## src/rtl/rbrd_pkg.sv

```systemverilog
package rbrd_pkg;

    localparam int CLUSTER_SIZE = 6;

    localparam int RANGE_W      = 24;
    localparam int ANGLE_W      = 16;
    localparam int CPR_W        = 11;
    localparam int RPS_W        = 9;
    localparam int MAX_CLUSTERS = 1024;
    localparam int MAX_ROWS     = 256;
    localparam int CI_W         = $clog2(MAX_CLUSTERS);
    localparam int RI_W         = $clog2(MAX_ROWS);

    localparam int SIC_W = $clog2(CLUSTER_SIZE);
    localparam int CNT_W = $clog2(CLUSTER_SIZE + 1);
    localparam int SUM_W = RANGE_W + $clog2(CLUSTER_SIZE);
    localparam int DEN_W = CNT_W + 1;
    localparam int NUM_W = SUM_W + 2;

    // divider retires DIV_BITS quotient bits per cycle
    localparam int DIV_BITS = 4;
    localparam int DIV_ITER = (NUM_W + DIV_BITS - 1) / DIV_BITS;
    localparam int NUM_PAD  = DIV_ITER * DIV_BITS;
    localparam int ITER_W   = $clog2(DIV_ITER + 1);

    // azimuth multiplier 2*N*cluster + (N-1)
    localparam int K_MAX = 2 * CLUSTER_SIZE * (MAX_CLUSTERS - 1) + CLUSTER_SIZE - 1;
    localparam int K_W   = $clog2(K_MAX + 1);

    localparam int AZP_W    = ANGLE_W + K_W + 1;
    localparam int AZ_ACC_W = AZP_W + 2;
    localparam int ELP_W    = ANGLE_W + RI_W + 1;

    localparam logic signed [AZ_ACC_W-1:0] SAT_HI = AZ_ACC_W'(2 ** (ANGLE_W - 1) - 1);
    localparam logic signed [AZ_ACC_W-1:0] SAT_LO = -SAT_HI - AZ_ACC_W'(1);

    localparam int QDEPTH = 2;
    localparam int QPTR_W = $clog2(QDEPTH);
    localparam int QCNT_W = $clog2(QDEPTH + 1);

    localparam int CFG_IDX_W  = 4;
    localparam int CFG_DATA_W = 24;

    localparam logic [CFG_IDX_W-1:0] REG_GATE_LO      = CFG_IDX_W'(0);
    localparam logic [CFG_IDX_W-1:0] REG_GATE_HI      = CFG_IDX_W'(1);
    localparam logic [CFG_IDX_W-1:0] REG_AZ_START     = CFG_IDX_W'(2);
    localparam logic [CFG_IDX_W-1:0] REG_AZ_STEP      = CFG_IDX_W'(3);
    localparam logic [CFG_IDX_W-1:0] REG_EL_START     = CFG_IDX_W'(4);
    localparam logic [CFG_IDX_W-1:0] REG_EL_STEP      = CFG_IDX_W'(5);
    localparam logic [CFG_IDX_W-1:0] REG_CLUSTERS_ROW = CFG_IDX_W'(6);
    localparam logic [CFG_IDX_W-1:0] REG_ROWS_SCAN    = CFG_IDX_W'(7);

    typedef struct packed {
        logic        [RANGE_W-1:0] gate_lo;
        logic        [RANGE_W-1:0] gate_hi;
        logic signed [ANGLE_W-1:0] az_start;
        logic signed [ANGLE_W-1:0] az_step;
        logic signed [ANGLE_W-1:0] el_start;
        logic signed [ANGLE_W-1:0] el_step;
        logic        [CPR_W-1:0]   clusters_per_row;
        logic        [RPS_W-1:0]   rows_per_scan;
    } cfg_t;

    // one finished cluster handed from front to back
    typedef struct packed {
        logic [SUM_W-1:0] sum;
        logic [CNT_W-1:0] cnt;
        logic [K_W-1:0]   k;
        logic [RI_W-1:0]  ri;
        logic             eos;
    } job_t;

    function automatic logic signed [ANGLE_W-1:0] sat_angle(
        input logic signed [AZ_ACC_W-1:0] v
    );
        logic signed [ANGLE_W-1:0] r;
        if (v > SAT_HI)
            r = SAT_HI[ANGLE_W-1:0];
        else if (v < SAT_LO)
            r = SAT_LO[ANGLE_W-1:0];
        else
            r = v[ANGLE_W-1:0];
        return r;
    endfunction

endpackage

```

## src/rtl/rbrd_front.sv

```systemverilog
module rbrd_front (
    input  logic                        clk,
    input  logic                        rst_n,
    input  rbrd_pkg::cfg_t              cfg,
    input  logic                        push,
    output logic                        full,
    input  logic [rbrd_pkg::RANGE_W-1:0] range_sample,
    input  logic                        q_full,
    output logic                        q_wr,
    output rbrd_pkg::job_t              q_wdata
);

    logic [rbrd_pkg::SUM_W-1:0] sum_reg, sum_next;
    logic [rbrd_pkg::CNT_W-1:0] cnt_reg, cnt_next;
    logic [rbrd_pkg::SIC_W-1:0] sic_reg, sic_next;
    logic [rbrd_pkg::CI_W-1:0]  ci_reg, ci_next;
    logic [rbrd_pkg::RI_W-1:0]  ri_reg, ri_next;

    logic                       accept;
    logic                       in_gate;
    logic                       last_sample;
    logic                       last_cluster;
    logic                       last_row;
    logic [rbrd_pkg::SUM_W-1:0] sum_acc;
    logic [rbrd_pkg::CNT_W-1:0] cnt_acc;
    logic [rbrd_pkg::CPR_W-1:0] ncl;
    logic [rbrd_pkg::RPS_W-1:0] nrw;

    assign full   = q_full;
    assign accept = push && !q_full;

    assign in_gate = (range_sample >= cfg.gate_lo) && (range_sample <= cfg.gate_hi);
    assign sum_acc = in_gate ? sum_reg + rbrd_pkg::SUM_W'(range_sample) : sum_reg;
    assign cnt_acc = in_gate ? cnt_reg + rbrd_pkg::CNT_W'(1) : cnt_reg;

    assign last_sample = sic_reg >= rbrd_pkg::SIC_W'(rbrd_pkg::CLUSTER_SIZE - 1);

    // out-of-range counts clamp to 1..max
    always_comb
    begin
        priority if (cfg.clusters_per_row == '0)
            ncl = rbrd_pkg::CPR_W'(1);
        else if (cfg.clusters_per_row > rbrd_pkg::CPR_W'(rbrd_pkg::MAX_CLUSTERS))
            ncl = rbrd_pkg::CPR_W'(rbrd_pkg::MAX_CLUSTERS);
        else
            ncl = cfg.clusters_per_row;

        priority if (cfg.rows_per_scan == '0)
            nrw = rbrd_pkg::RPS_W'(1);
        else if (cfg.rows_per_scan > rbrd_pkg::RPS_W'(rbrd_pkg::MAX_ROWS))
            nrw = rbrd_pkg::RPS_W'(rbrd_pkg::MAX_ROWS);
        else
            nrw = cfg.rows_per_scan;
    end

    assign last_cluster = (rbrd_pkg::CPR_W'(ci_reg) + rbrd_pkg::CPR_W'(1)) >= ncl;
    assign last_row     = (rbrd_pkg::RPS_W'(ri_reg) + rbrd_pkg::RPS_W'(1)) >= nrw;

    always_comb
    begin
        sum_next = sum_reg;
        cnt_next = cnt_reg;
        sic_next = sic_reg;
        ci_next  = ci_reg;
        ri_next  = ri_reg;
        q_wr     = 1'b0;
        if (accept)
        begin
            if (last_sample)
            begin
                q_wr     = 1'b1;
                sum_next = '0;
                cnt_next = '0;
                sic_next = '0;
                if (last_cluster)
                begin
                    ci_next = '0;
                    ri_next = last_row ? '0 : ri_reg + rbrd_pkg::RI_W'(1);
                end
                else
                begin
                    ci_next = ci_reg + rbrd_pkg::CI_W'(1);
                end
            end
            else
            begin
                sum_next = sum_acc;
                cnt_next = cnt_acc;
                sic_next = sic_reg + rbrd_pkg::SIC_W'(1);
            end
        end
    end

    always_comb
    begin
        q_wdata.sum = sum_acc;
        q_wdata.cnt = cnt_acc;
        q_wdata.k   = rbrd_pkg::K_W'(ci_reg) * rbrd_pkg::K_W'(2 * rbrd_pkg::CLUSTER_SIZE)
                    + rbrd_pkg::K_W'(rbrd_pkg::CLUSTER_SIZE - 1);
        q_wdata.ri  = ri_reg;
        q_wdata.eos = last_cluster && last_row;
    end

    always_ff @(posedge clk or negedge rst_n)
    begin
        if (!rst_n)
        begin
            sum_reg <= '0;
            cnt_reg <= '0;
            sic_reg <= '0;
            ci_reg  <= '0;
            ri_reg  <= '0;
        end
        else
        begin
            sum_reg <= sum_next;
            cnt_reg <= cnt_next;
            sic_reg <= sic_next;
            ci_reg  <= ci_next;
            ri_reg  <= ri_next;
        end
    end

endmodule

```

## src/rtl/rbrd_fifo.sv

```systemverilog
module rbrd_fifo (
    input  logic           clk,
    input  logic           rst_n,
    input  logic           wr,
    input  rbrd_pkg::job_t wdata,
    output logic           full,
    input  logic           rd,
    output logic           nonempty,
    output rbrd_pkg::job_t rdata
);

    rbrd_pkg::job_t mem [rbrd_pkg::QDEPTH];

    logic [rbrd_pkg::QPTR_W-1:0] wp_reg, wp_next;
    logic [rbrd_pkg::QPTR_W-1:0] rp_reg, rp_next;
    logic [rbrd_pkg::QCNT_W-1:0] count_reg, count_next;

    assign full     = count_reg == rbrd_pkg::QCNT_W'(rbrd_pkg::QDEPTH);
    assign nonempty = count_reg != '0;
    assign rdata    = mem[rp_reg];

    always_comb
    begin
        wp_next    = wp_reg;
        rp_next    = rp_reg;
        count_next = count_reg;
        if (wr)
            wp_next = (wp_reg == rbrd_pkg::QPTR_W'(rbrd_pkg::QDEPTH - 1)) ?
                      '0 : wp_reg + rbrd_pkg::QPTR_W'(1);
        if (rd)
            rp_next = (rp_reg == rbrd_pkg::QPTR_W'(rbrd_pkg::QDEPTH - 1)) ?
                      '0 : rp_reg + rbrd_pkg::QPTR_W'(1);
        if (wr && !rd)
            count_next = count_reg + rbrd_pkg::QCNT_W'(1);
        else if (rd && !wr)
            count_next = count_reg - rbrd_pkg::QCNT_W'(1);
    end

    always_ff @(posedge clk)
    begin
        if (wr)
            mem[wp_reg] <= wdata;
    end

    always_ff @(posedge clk or negedge rst_n)
    begin
        if (!rst_n)
        begin
            wp_reg    <= '0;
            rp_reg    <= '0;
            count_reg <= '0;
        end
        else
        begin
            wp_reg    <= wp_next;
            rp_reg    <= rp_next;
            count_reg <= count_next;
        end
    end

    a_no_overfill: assert property (@(posedge clk) disable iff (!rst_n)
        count_reg <= rbrd_pkg::QCNT_W'(rbrd_pkg::QDEPTH))
        else $error("queue count past depth");

    a_no_write_full: assert property (@(posedge clk) disable iff (!rst_n)
        !(wr && full && !rd))
        else $error("cluster written into full queue");

endmodule

```

## src/rtl/rbrd_back.sv

```systemverilog
module rbrd_back (
    input  logic                                clk,
    input  logic                                rst_n,
    input  rbrd_pkg::cfg_t                      cfg,
    input  logic                                q_valid,
    input  rbrd_pkg::job_t                      q_rdata,
    output logic                                q_rd,
    input  logic                                pop,
    output logic                                empty,
    output logic        [rbrd_pkg::RANGE_W-1:0] avg_range,
    output logic signed [rbrd_pkg::ANGLE_W-1:0] avg_azimuth,
    output logic signed [rbrd_pkg::ANGLE_W-1:0] row_elevation,
    output logic                                point_valid,
    output logic                                end_of_scan
);

    localparam logic [1:0] ST_IDLE = 2'd0;
    localparam logic [1:0] ST_DIV  = 2'd1;
    localparam logic [1:0] ST_HOLD = 2'd2;

    logic [1:0] state_reg, state_next;
    logic [rbrd_pkg::ITER_W-1:0] iter_reg, iter_next;

    logic [rbrd_pkg::NUM_PAD-1:0] num_reg, num_next;
    logic [rbrd_pkg::NUM_PAD-1:0] quo_reg, quo_next;
    logic [rbrd_pkg::DEN_W-1:0]   rem_reg, rem_next;
    logic [rbrd_pkg::DEN_W-1:0]   den_reg, den_next;
    logic                         nz_reg, nz_next;
    logic                         eos_reg, eos_next;
    logic signed [rbrd_pkg::AZP_W-1:0] azp_reg, azp_next;
    logic signed [rbrd_pkg::ELP_W-1:0] elp_reg, elp_next;

    logic                                out_valid_reg, out_valid_next;
    logic        [rbrd_pkg::RANGE_W-1:0] avg_range_reg, avg_range_next;
    logic signed [rbrd_pkg::ANGLE_W-1:0] az_reg, az_next;
    logic signed [rbrd_pkg::ANGLE_W-1:0] el_reg, el_next;
    logic                                pv_reg, pv_next;
    logic                                eos_out_reg, eos_out_next;

    logic [rbrd_pkg::NUM_PAD-1:0] dv_num;
    logic [rbrd_pkg::NUM_PAD-1:0] dv_quo;
    logic [rbrd_pkg::DEN_W-1:0]   dv_rem;
    logic [rbrd_pkg::DEN_W:0]     dv_t;

    logic signed [rbrd_pkg::AZ_ACC_W-1:0] az_twice;
    logic signed [rbrd_pkg::AZ_ACC_W-1:0] az_half;
    logic signed [rbrd_pkg::AZ_ACC_W-1:0] el_sum;
    logic                                 out_free;

    assign empty         = !out_valid_reg;
    assign avg_range     = avg_range_reg;
    assign avg_azimuth   = az_reg;
    assign row_elevation = el_reg;
    assign point_valid   = pv_reg;
    assign end_of_scan   = eos_out_reg;

    assign out_free = !out_valid_reg || pop;

    // restoring divide, DIV_BITS quotient bits per cycle
    always_comb
    begin
        dv_num = num_reg;
        dv_quo = quo_reg;
        dv_rem = rem_reg;
        dv_t   = '0;
        for (int j = 0; j < rbrd_pkg::DIV_BITS; j++)
        begin
            dv_t   = {dv_rem, dv_num[rbrd_pkg::NUM_PAD-1]};
            dv_num = {dv_num[rbrd_pkg::NUM_PAD-2:0], 1'b0};
            if (dv_t >= {1'b0, den_reg})
            begin
                dv_t   = dv_t - {1'b0, den_reg};
                dv_quo = {dv_quo[rbrd_pkg::NUM_PAD-2:0], 1'b1};
            end
            else
            begin
                dv_quo = {dv_quo[rbrd_pkg::NUM_PAD-2:0], 1'b0};
            end
            dv_rem = dv_t[rbrd_pkg::DEN_W-1:0];
        end
    end

    // round-half-up of the exact mean azimuth, then saturate
    always_comb
    begin
        az_twice = (rbrd_pkg::AZ_ACC_W'(cfg.az_start) <<< 1)
                 + rbrd_pkg::AZ_ACC_W'(azp_reg) + rbrd_pkg::AZ_ACC_W'(1);
        az_half  = az_twice >>> 1;
        el_sum   = rbrd_pkg::AZ_ACC_W'(cfg.el_start) + rbrd_pkg::AZ_ACC_W'(elp_reg);
    end

    always_comb
    begin
        state_next     = state_reg;
        iter_next      = iter_reg;
        num_next       = num_reg;
        quo_next       = quo_reg;
        rem_next       = rem_reg;
        den_next       = den_reg;
        nz_next        = nz_reg;
        eos_next       = eos_reg;
        azp_next       = azp_reg;
        elp_next       = elp_reg;
        out_valid_next = out_valid_reg && !pop;
        avg_range_next = avg_range_reg;
        az_next        = az_reg;
        el_next        = el_reg;
        pv_next        = pv_reg;
        eos_out_next   = eos_out_reg;
        q_rd           = 1'b0;

        unique case (state_reg)
            ST_IDLE:
            begin
                if (q_valid)
                begin
                    q_rd       = 1'b1;
                    num_next   = rbrd_pkg::NUM_PAD'({q_rdata.sum, 1'b0})
                               + rbrd_pkg::NUM_PAD'(q_rdata.cnt);
                    den_next   = {q_rdata.cnt, 1'b0};
                    quo_next   = '0;
                    rem_next   = '0;
                    nz_next    = q_rdata.cnt != '0;
                    eos_next   = q_rdata.eos;
                    azp_next   = rbrd_pkg::AZP_W'(cfg.az_step)
                               * rbrd_pkg::AZP_W'($signed({1'b0, q_rdata.k}));
                    elp_next   = rbrd_pkg::ELP_W'(cfg.el_step)
                               * rbrd_pkg::ELP_W'($signed({1'b0, q_rdata.ri}));
                    iter_next  = rbrd_pkg::ITER_W'(rbrd_pkg::DIV_ITER);
                    state_next = ST_DIV;
                end
            end
            ST_DIV:
            begin
                num_next  = dv_num;
                quo_next  = dv_quo;
                rem_next  = dv_rem;
                iter_next = iter_reg - rbrd_pkg::ITER_W'(1);
                if (iter_reg == rbrd_pkg::ITER_W'(1))
                    state_next = ST_HOLD;
            end
            ST_HOLD:
            begin
                if (out_free)
                begin
                    out_valid_next = 1'b1;
                    avg_range_next = nz_reg ? quo_reg[rbrd_pkg::RANGE_W-1:0] : '0;
                    az_next        = rbrd_pkg::sat_angle(az_half);
                    el_next        = rbrd_pkg::sat_angle(el_sum);
                    pv_next        = nz_reg;
                    eos_out_next   = eos_reg;
                    state_next     = ST_IDLE;
                end
            end
            default:
            begin
                state_next = ST_IDLE;
            end
        endcase
    end

    always_ff @(posedge clk)
    begin
        num_reg       <= num_next;
        quo_reg       <= quo_next;
        rem_reg       <= rem_next;
        den_reg       <= den_next;
        nz_reg        <= nz_next;
        eos_reg       <= eos_next;
        azp_reg       <= azp_next;
        elp_reg       <= elp_next;
        avg_range_reg <= avg_range_next;
        az_reg        <= az_next;
        el_reg        <= el_next;
        pv_reg        <= pv_next;
        eos_out_reg   <= eos_out_next;
    end

    always_ff @(posedge clk or negedge rst_n)
    begin
        if (!rst_n)
        begin
            state_reg     <= ST_IDLE;
            iter_reg      <= '0;
            out_valid_reg <= 1'b0;
        end
        else
        begin
            state_reg     <= state_next;
            iter_reg      <= iter_next;
            out_valid_reg <= out_valid_next;
        end
    end

    a_rd_only_idle: assert property (@(posedge clk) disable iff (!rst_n)
        q_rd |-> (state_reg == ST_IDLE) && q_valid)
        else $error("queue read outside idle");

    a_div_iter_range: assert property (@(posedge clk) disable iff (!rst_n)
        (state_reg == ST_DIV) |-> (iter_reg != '0) &&
                                  (iter_reg <= rbrd_pkg::ITER_W'(rbrd_pkg::DIV_ITER)))
        else $error("divider iteration count out of range");

    a_hold_delivers: assert property (@(posedge clk) disable iff (!rst_n)
        (state_reg == ST_HOLD) && out_free |=> !empty && (state_reg == ST_IDLE))
        else $error("finished cluster not moved to result register");

endmodule

```

## src/rtl/radar_beam_range_decimator_core.sv

```systemverilog
// Gated boxcar range decimator: range samples enter in scan order, one per cycle
// while full is low, and every six samples produce one point (mean in-gate range,
// mean azimuth, row elevation, valid flag, end-of-scan mark). The front end takes a
// sample every cycle while full is low. The back end loads a cluster and multiplies
// the angles, runs the radix-16 iterative range divider, then rounds, saturates and
// writes the result register once it is free; it takes no new cluster until the
// last one is written. A two-entry cluster queue between the two ends absorbs
// bursts, and the result register lets the next cluster be divided while a point
// waits to be popped. Configuration is written via cfg_valid/cfg_ready (always
// ready); write only while idle. No clearing pass.
module radar_beam_range_decimator_core (
    input  logic                                  clk,
    input  logic                                  rst_n,
    input  logic                                  cfg_valid,
    output logic                                  cfg_ready,
    input  logic        [rbrd_pkg::CFG_IDX_W-1:0]  cfg_index,
    input  logic        [rbrd_pkg::CFG_DATA_W-1:0] cfg_data,
    input  logic                                  push,
    output logic                                  full,
    input  logic        [rbrd_pkg::RANGE_W-1:0]    range_sample,
    output logic                                  empty,
    input  logic                                  pop,
    output logic        [rbrd_pkg::RANGE_W-1:0]    avg_range,
    output logic signed [rbrd_pkg::ANGLE_W-1:0]    avg_azimuth,
    output logic signed [rbrd_pkg::ANGLE_W-1:0]    row_elevation,
    output logic                                  point_valid,
    output logic                                  end_of_scan
);

    rbrd_pkg::cfg_t cfg_reg, cfg_next;

    logic           q_full;
    logic           q_wr;
    logic           q_rd;
    logic           q_valid;
    rbrd_pkg::job_t q_wdata;
    rbrd_pkg::job_t q_rdata;

    assign cfg_ready = 1'b1;

    always_comb
    begin
        cfg_next = cfg_reg;
        if (cfg_valid)
        begin
            unique case (cfg_index)
                rbrd_pkg::REG_GATE_LO:
                    cfg_next.gate_lo = cfg_data[rbrd_pkg::RANGE_W-1:0];
                rbrd_pkg::REG_GATE_HI:
                    cfg_next.gate_hi = cfg_data[rbrd_pkg::RANGE_W-1:0];
                rbrd_pkg::REG_AZ_START:
                    cfg_next.az_start = cfg_data[rbrd_pkg::ANGLE_W-1:0];
                rbrd_pkg::REG_AZ_STEP:
                    cfg_next.az_step = cfg_data[rbrd_pkg::ANGLE_W-1:0];
                rbrd_pkg::REG_EL_START:
                    cfg_next.el_start = cfg_data[rbrd_pkg::ANGLE_W-1:0];
                rbrd_pkg::REG_EL_STEP:
                    cfg_next.el_step = cfg_data[rbrd_pkg::ANGLE_W-1:0];
                rbrd_pkg::REG_CLUSTERS_ROW:
                    cfg_next.clusters_per_row = cfg_data[rbrd_pkg::CPR_W-1:0];
                rbrd_pkg::REG_ROWS_SCAN:
                    cfg_next.rows_per_scan = cfg_data[rbrd_pkg::RPS_W-1:0];
                default:
                    cfg_next = cfg_reg;
            endcase
        end
    end

    always_ff @(posedge clk or negedge rst_n)
    begin
        if (!rst_n)
        begin
            cfg_reg.gate_lo          <= '0;
            cfg_reg.gate_hi          <= '1;
            cfg_reg.az_start         <= '0;
            cfg_reg.az_step          <= '0;
            cfg_reg.el_start         <= '0;
            cfg_reg.el_step          <= '0;
            cfg_reg.clusters_per_row <= rbrd_pkg::CPR_W'(1);
            cfg_reg.rows_per_scan    <= rbrd_pkg::RPS_W'(1);
        end
        else
        begin
            cfg_reg <= cfg_next;
        end
    end

    rbrd_front u_front (
        .clk          (clk),
        .rst_n        (rst_n),
        .cfg          (cfg_reg),
        .push         (push),
        .full         (full),
        .range_sample (range_sample),
        .q_full       (q_full),
        .q_wr         (q_wr),
        .q_wdata      (q_wdata)
    );

    rbrd_fifo u_fifo (
        .clk      (clk),
        .rst_n    (rst_n),
        .wr       (q_wr),
        .wdata    (q_wdata),
        .full     (q_full),
        .rd       (q_rd),
        .nonempty (q_valid),
        .rdata    (q_rdata)
    );

    rbrd_back u_back (
        .clk           (clk),
        .rst_n         (rst_n),
        .cfg           (cfg_reg),
        .q_valid       (q_valid),
        .q_rdata       (q_rdata),
        .q_rd          (q_rd),
        .pop           (pop),
        .empty         (empty),
        .avg_range     (avg_range),
        .avg_azimuth   (avg_azimuth),
        .row_elevation (row_elevation),
        .point_valid   (point_valid),
        .end_of_scan   (end_of_scan)
    );

endmodule
```

## config.mk

```make
export PLATFORM = sky130hd
export DESIGN_NAME = radar_beam_range_decimator_core
export DESIGN_NICKNAME = d
export VERILOG_FILES = /design/src/rtl/rbrd_pkg.sv /design/src/rtl/rbrd_front.sv /design/src/rtl/rbrd_fifo.sv /design/src/rtl/rbrd_back.sv /design/src/rtl/radar_beam_range_decimator_core.sv
export SDC_FILE = /design/constraint.sdc
export NUM_CORES = 2
export LEC_CHECK = 0
export BUFFER_PORTS_ARGS = -buffer_cell sky130_fd_sc_hd__buf_2
export CAP_MARGIN = 0
export CORE_ASPECT_RATIO = 0.8
export CORE_MARGIN = 10
export CORE_UTILIZATION = 55
export DETAILED_ROUTE_END_ITERATION = 7
export PLACE_DENSITY = 0.73
export SLEW_MARGIN = 20
export SYNTH_ARGS = -nofsm -noshare
export SYNTH_HDL_FRONTEND = slang
export SYNTH_SLANG_ARGS = --single-unit
```

## constraint.sdc

```tcl
create_clock -name clk -period 13.81 [get_ports clk]
set_input_delay 0.6905 -clock clk [delete_from_list [all_inputs] [get_ports clk]]
set_output_delay 0.6905 -clock clk [all_outputs]
set_load 0.05 [all_outputs]
```

# Word level (Yosys, flattened, before mapping)
# Memories as Yosys holds them, arrays and structs flattened.
# Index checks and enable logic that the tools add are counted.
[classes] add_sub_neg=21 multipliers=3 magnitude_cmp=15 n_eq_ne=14 muxes=45 n_reduce_logical=34
[op_table] op="$pmux W32 S2" n=1
[op_table] op="$mux W27" n=2
[op_table] op="$pmux W24 S2" n=1
[op_table] op="$add A32 B2 Y33 const B" n=1
[op_table] op="$gt A33 B16 Y1 const B" n=1
[op_table] op="$lt A33 B16 Y1 const B" n=1
[op_table] op="$add A17 B31 Y32" n=1
[op_table] op="$gt A32 B16 Y1 const B" n=1
[op_table] op="$lt A32 B16 Y1 const B" n=1
[op_table] op="$mux W16" n=2
[op_table] op="$mux W32" n=1
[op_table] op="$mul A16 B15 Y31" n=1
[op_table] op="$add A28 B3 Y29" n=1
[op_table] op="$add A27 B24 Y27" n=1
[op_table] op="$add A16 B25 Y26" n=1
[op_table] op="$mul A16 B9 Y25" n=1
[op_table] op="$ge A24 B24 Y1" n=1
[op_table] op="$le A24 B24 Y1" n=1
[op_table] op="$mux W24" n=1
[op_table] op="$mux W4" n=6
[op_table] op="$reduce_and A2 Y1" n=12
[op_table] op="$mux W11" n=2
[op_table] op="$ge A5 B4 Y1" n=4
[op_table] op="$mux W9" n=2
[op_table] op="other kinds (41)" n=85
[word_totals] regBits=373 ramBits=106 in_bits=57 output_inout_bits=61 word_cells=165 mem_count=1
[memory_table] name="u_fifo.mem" words=2 width=53 read_ports=1 rd_clocked_by_memory_dff=0 wr=1 line="rbrd_fifo.sv:12" text="rbrd_pkg::job_t mem [rbrd_pkg::QDEPTH];"

# Logic depth before layout (Yosys ltp)
[depth] depth_word=9 mapped_depth=30 depth_no_buf=28

# By module
# Synthesis repeated with hierarchy kept, for this count alone.
[hier_totals] hier_cells=3691 hier_area_um2=39593.0
[by_module_without_submodules] mod="rbrd_back" n_inst=1 cells_each=2437 area_each_um2=23815.3 seq_area_each_um2=5550.3
[by_module_without_submodules] mod="rbrd_front" n_inst=1 cells_each=783 area_each_um2=6459.9 seq_area_each_um2=1276.2
[by_module_without_submodules] mod="radar_beam_range_decimator_core" n_inst=1 cells_each=290 area_each_um2=5053.6 seq_area_each_um2=3335.7
[by_module_without_submodules] mod="rbrd_fifo" n_inst=1 cells_each=181 area_each_um2=4264.1 seq_area_each_um2=3283.1

# Least setup slack after synthesis
# OpenSTA, ideal clock, no wires.
[synth_path] path_type="register to register" start="register u_fifo.rp_reg" end="register u_back.azp_reg[30] (netlist name), data pin" setup_ps=268 arrival_ps=7920 t_required_ps=13542 path_slack_ps=5622 stages_incl_launch_ff=29 path_buffers=6 period_less_slack_ps=8188 cell_sequence="dfrtp_1 > buf_1 > buf_1 > buf_2 > buf_2 > mux2i_1 > clkbuf_1 > nor2b_1 > fa_1 > inv_1 > fa_1 > inv_1 > fa_1 > fa_1 > fa_1 > inv_1 > fa_1 > inv_1 > ha_1 > clkbuf_1 > nand2_1 > or4_1 > a21oi_1 > a31oi_1 > o211a_1 > a211oi_1 > a41o_1 > o41ai_1 > xnor2_1"
[synth_between] elab_chain_len=2
[synth_lines] item="start: declaration" line="rbrd_fifo.sv:15" text="logic [rbrd_pkg::QPTR_W-1:0] rp_reg, rp_next;"
[synth_lines] item="start signal: assignment" line="rbrd_fifo.sv:56" text="rp_reg <= rp_next;"
[synth_lines] item="$mem_v2 Z2 W53"
[synth_lines] item="$mul A16 B15 Y31" line="rbrd_back.sv:126" text="* rbrd_pkg::AZP_W'($signed({1'b0, q_rdata.k}));"
[synth_lines] item="end signal: assignment" line="rbrd_back.sv:170" text="azp_reg <= azp_next;"
[synth_lines] item="end: declaration" line="rbrd_back.sv:30" text="logic signed [rbrd_pkg::AZP_W-1:0] azp_reg, azp_next;"
# No other way between the ends.
# A chain may end at the register's enable or synchronous reset.

# Final worst setup path
[layout_path] start="register u_fifo.rp_reg" end="register u_back.azp_reg[27] (netlist name), data pin"
# The elaborated chain is that of the path after synthesis.

==> qor.csv <==
metric,value,unit
status,finished clean,
placedCellCount,4580,
grt_pass1_wl,142,mm
antenna_left,0,
fillers,5689,
skew,26.0,ps
syn_to_final_growth,8.59,%
period_share,54.7,%
synthTopCellsByArea,"edfxtp_1 22%, fa_1 16%, dfrtp_1 11%",
syn_inst,3612,
cts.htree.levels,2,
rows,86,
synth_cell_types,86,
synth-xor-area-share,4.33,%
ctsResizeCount,0,
reg2reg_depth,26,
setup_tns,0,ps
largest_register_ffs,132,
fin_util,60.5,%
rsz0062_at_grt,false,
dr.pass1.iters,5,
die_y,257,um
slew_violations,0,
ys_seq_area_share,34.6,%
synth_edf_count,281,
synth_top_area_share,21.9,%
clock_latency,610,ps
max_slew.worst_pin.slew,1010,ps
setup_ws,6260,ps
grt_start_max_net_pins,72,
clockBufferDepth,3,
slew_headroom,31.1,%
clkSlewWorstSetupHoldPaths,60,ps
root_buffer,clkbuf_16,
synth-seq-cells,475,
arrival,7890,ps
grt-ovfl-total,0,
crit_type,reg2reg,
placement.io_buffers,116,
clock.fmax,0.132,GHz
die-area,0.0810,mm^2
nets,4397,
synth_top_family_by_area,adder cells,
cp.required,14150,ps
setup-violations-final,0,
vias_per_cell,5.57,
place_congestion,0.903,
wl_per_cell,18.5,um
pre_cts_ws,6290,ps
synth_ff_type,edfxtp_1,
core,0.0691,mm^2
synth_compound_area_share,9.99,%
synthMuxAreaShare,6.05,%
drv_cap,0,
drt_iter0_drc,1868,
start_util,55.7,%
dp_hpwl,65.9,mm
postSynthAreaPerCell,10.6,um^2
cts_made_buffers,52,
grt_usage,21.6,%
async_flop_share,40.8,%
hold_class,in2async,
synth-adder-area-share,26.6,%
synth_top_area_cell,edfxtp_1,
drc,0,
drive_gt1_share,12.3,%
cts_hold_buf,0,
critPathLaunchType,flip-flop,
final.min_clock_period,7550,ps
fin_cells,4679,
fp.dieW,316,um
crit_path_end_kind,flip-flop,
wirelength,86.5,mm
first_global_vias,26300,
hold_viol,0,
rrSetupSlack,6260,ps
synth-simple-area-share,12.3,%
cts_setup_buffers,0,
yosys_warnings,0,
pin_count,118,
synth_fp_nets,4299,
clock_sinks,475,
yosys-top-cells-count,"524 x inv_1, 317 x ha_1, 313 x fa_1",
synth.most_common_cell,inv_1,
crit_fanout,16,
synth_area,0.0385,mm^2
via_count,26000,
antenna_found_initial,7,
cts_tree,done,
## worst paths after layout
check | start | endpoint
worst max-delay path | u_fifo.rp_reg$_DFFE_PN0P_ | u_back.azp_reg[27]$_DFFE_PP_
worst min-delay path | rst_n | cfg_reg[125]$_DFFE_PN0P_
max in group asynchronous | rst_n | cfg_reg[81]$_DFFE_PN0P_
worst min register to register | u_back.eos_reg$_DFFE_PP_ | u_back.end_of_scan$_DFFE_PP_
min in group clk | cfg_data[22] | cfg_reg[106]$_DFFE_PN1P_
worst max register to register | u_fifo.rp_reg$_DFFE_PN0P_ | u_back.azp_reg[27]$_DFFE_PP_
## logic make-up after synthesis
family / count (synthesis)
adder cells (fa/ha/maj): 630
multiplexers: 211
AO/OA/AOI/OAI: 572
buffers and inverters: 622
flip-flops: 475
XOR/XNOR: 190
AND/OR/NAND/NOR: 911
other: 1
## through the flow
step	hold slack, ps	area (um^2)
3_5_place_dp	433	40100
2_1_floorplan	395	38500
6_report	74.1	41800
4_1_cts	77.0	41700
3_3_place_gp	406	40100
5_1_grt	98.9	41800
## critical path, stage by stage (launching register included)
cell and delay (ps):
dfrtp_4 600, mux2i_1 240, buf_4 240, nor2b_1 90, fa_1 530, inv_1 50
fa_1 530, inv_1 50, fa_1 490, inv_1 50, fa_1 470, inv_1 50
fa_1 530, inv_1 60, fa_1 520, inv_1 40, ha_1 350, o21a_1 130
nor2_1 80, a21oi_1 80, a41oi_1 290, o21ai_0 240, a2111oi_0 790, o31ai_1 180
a41oi_1 300, nor2b_1 190, xnor2_1 80
## layout by cell type, fill, tap and decap left out, types with 14 or more instances in the layout
cell type and instances:
clkbuf_16 52, clkinv_2 14, edfxtp_1 281, xnor2_1 122, nor3_1 31, dfstp_2 26, nand2_1 268, ha_1 317
and3_1 24, nand2b_1 43, xor2_1 68, a22o_1 30, a21o_1 94, inv_1 523, buf_4 25, o21bai_1 20
nor2_1 111, buf_2 115, a21oi_1 154, mux2_2 172, a211oi_1 24, o21a_1 17, fa_1 313, mux2i_1 34
and2_1 108, o21ai_0 110, dfrtp_1 167, nand4_1 28, nor2b_1 183, nand3_1 46
## per-layer routing
metal | global-route usage, % | share of wire [%] | routed length (um)
met5 | 0 | 0.034 | 29
met4 | 6.39 | 2.8 | 2400
met3 | 4.39 | 6.9 | 6000
met2 | 32.3 | 44 | 38000
met1 | 31.2 | 46 | 40100
## layout make-up
type / instances / area [um^2] / share of cell area (%)
multi-input combinational: 2515 / 22900 / 54.7
sequential: 475 / 13300 / 31.9
inverter: 525 / 1970 / 4.72
clock buffer: 66 / 1360 / 3.27
tap: 924 / 1160 / 2.77
timing repair buffer: 141 / 777 / 1.86
clock inverter: 31 / 299 / 0.716
antenna: 2 / 5.00 / 0.0120
Power is not shown: default switching activity piles up to over one toggle a cycle in this logic, so the estimate is an artifact.
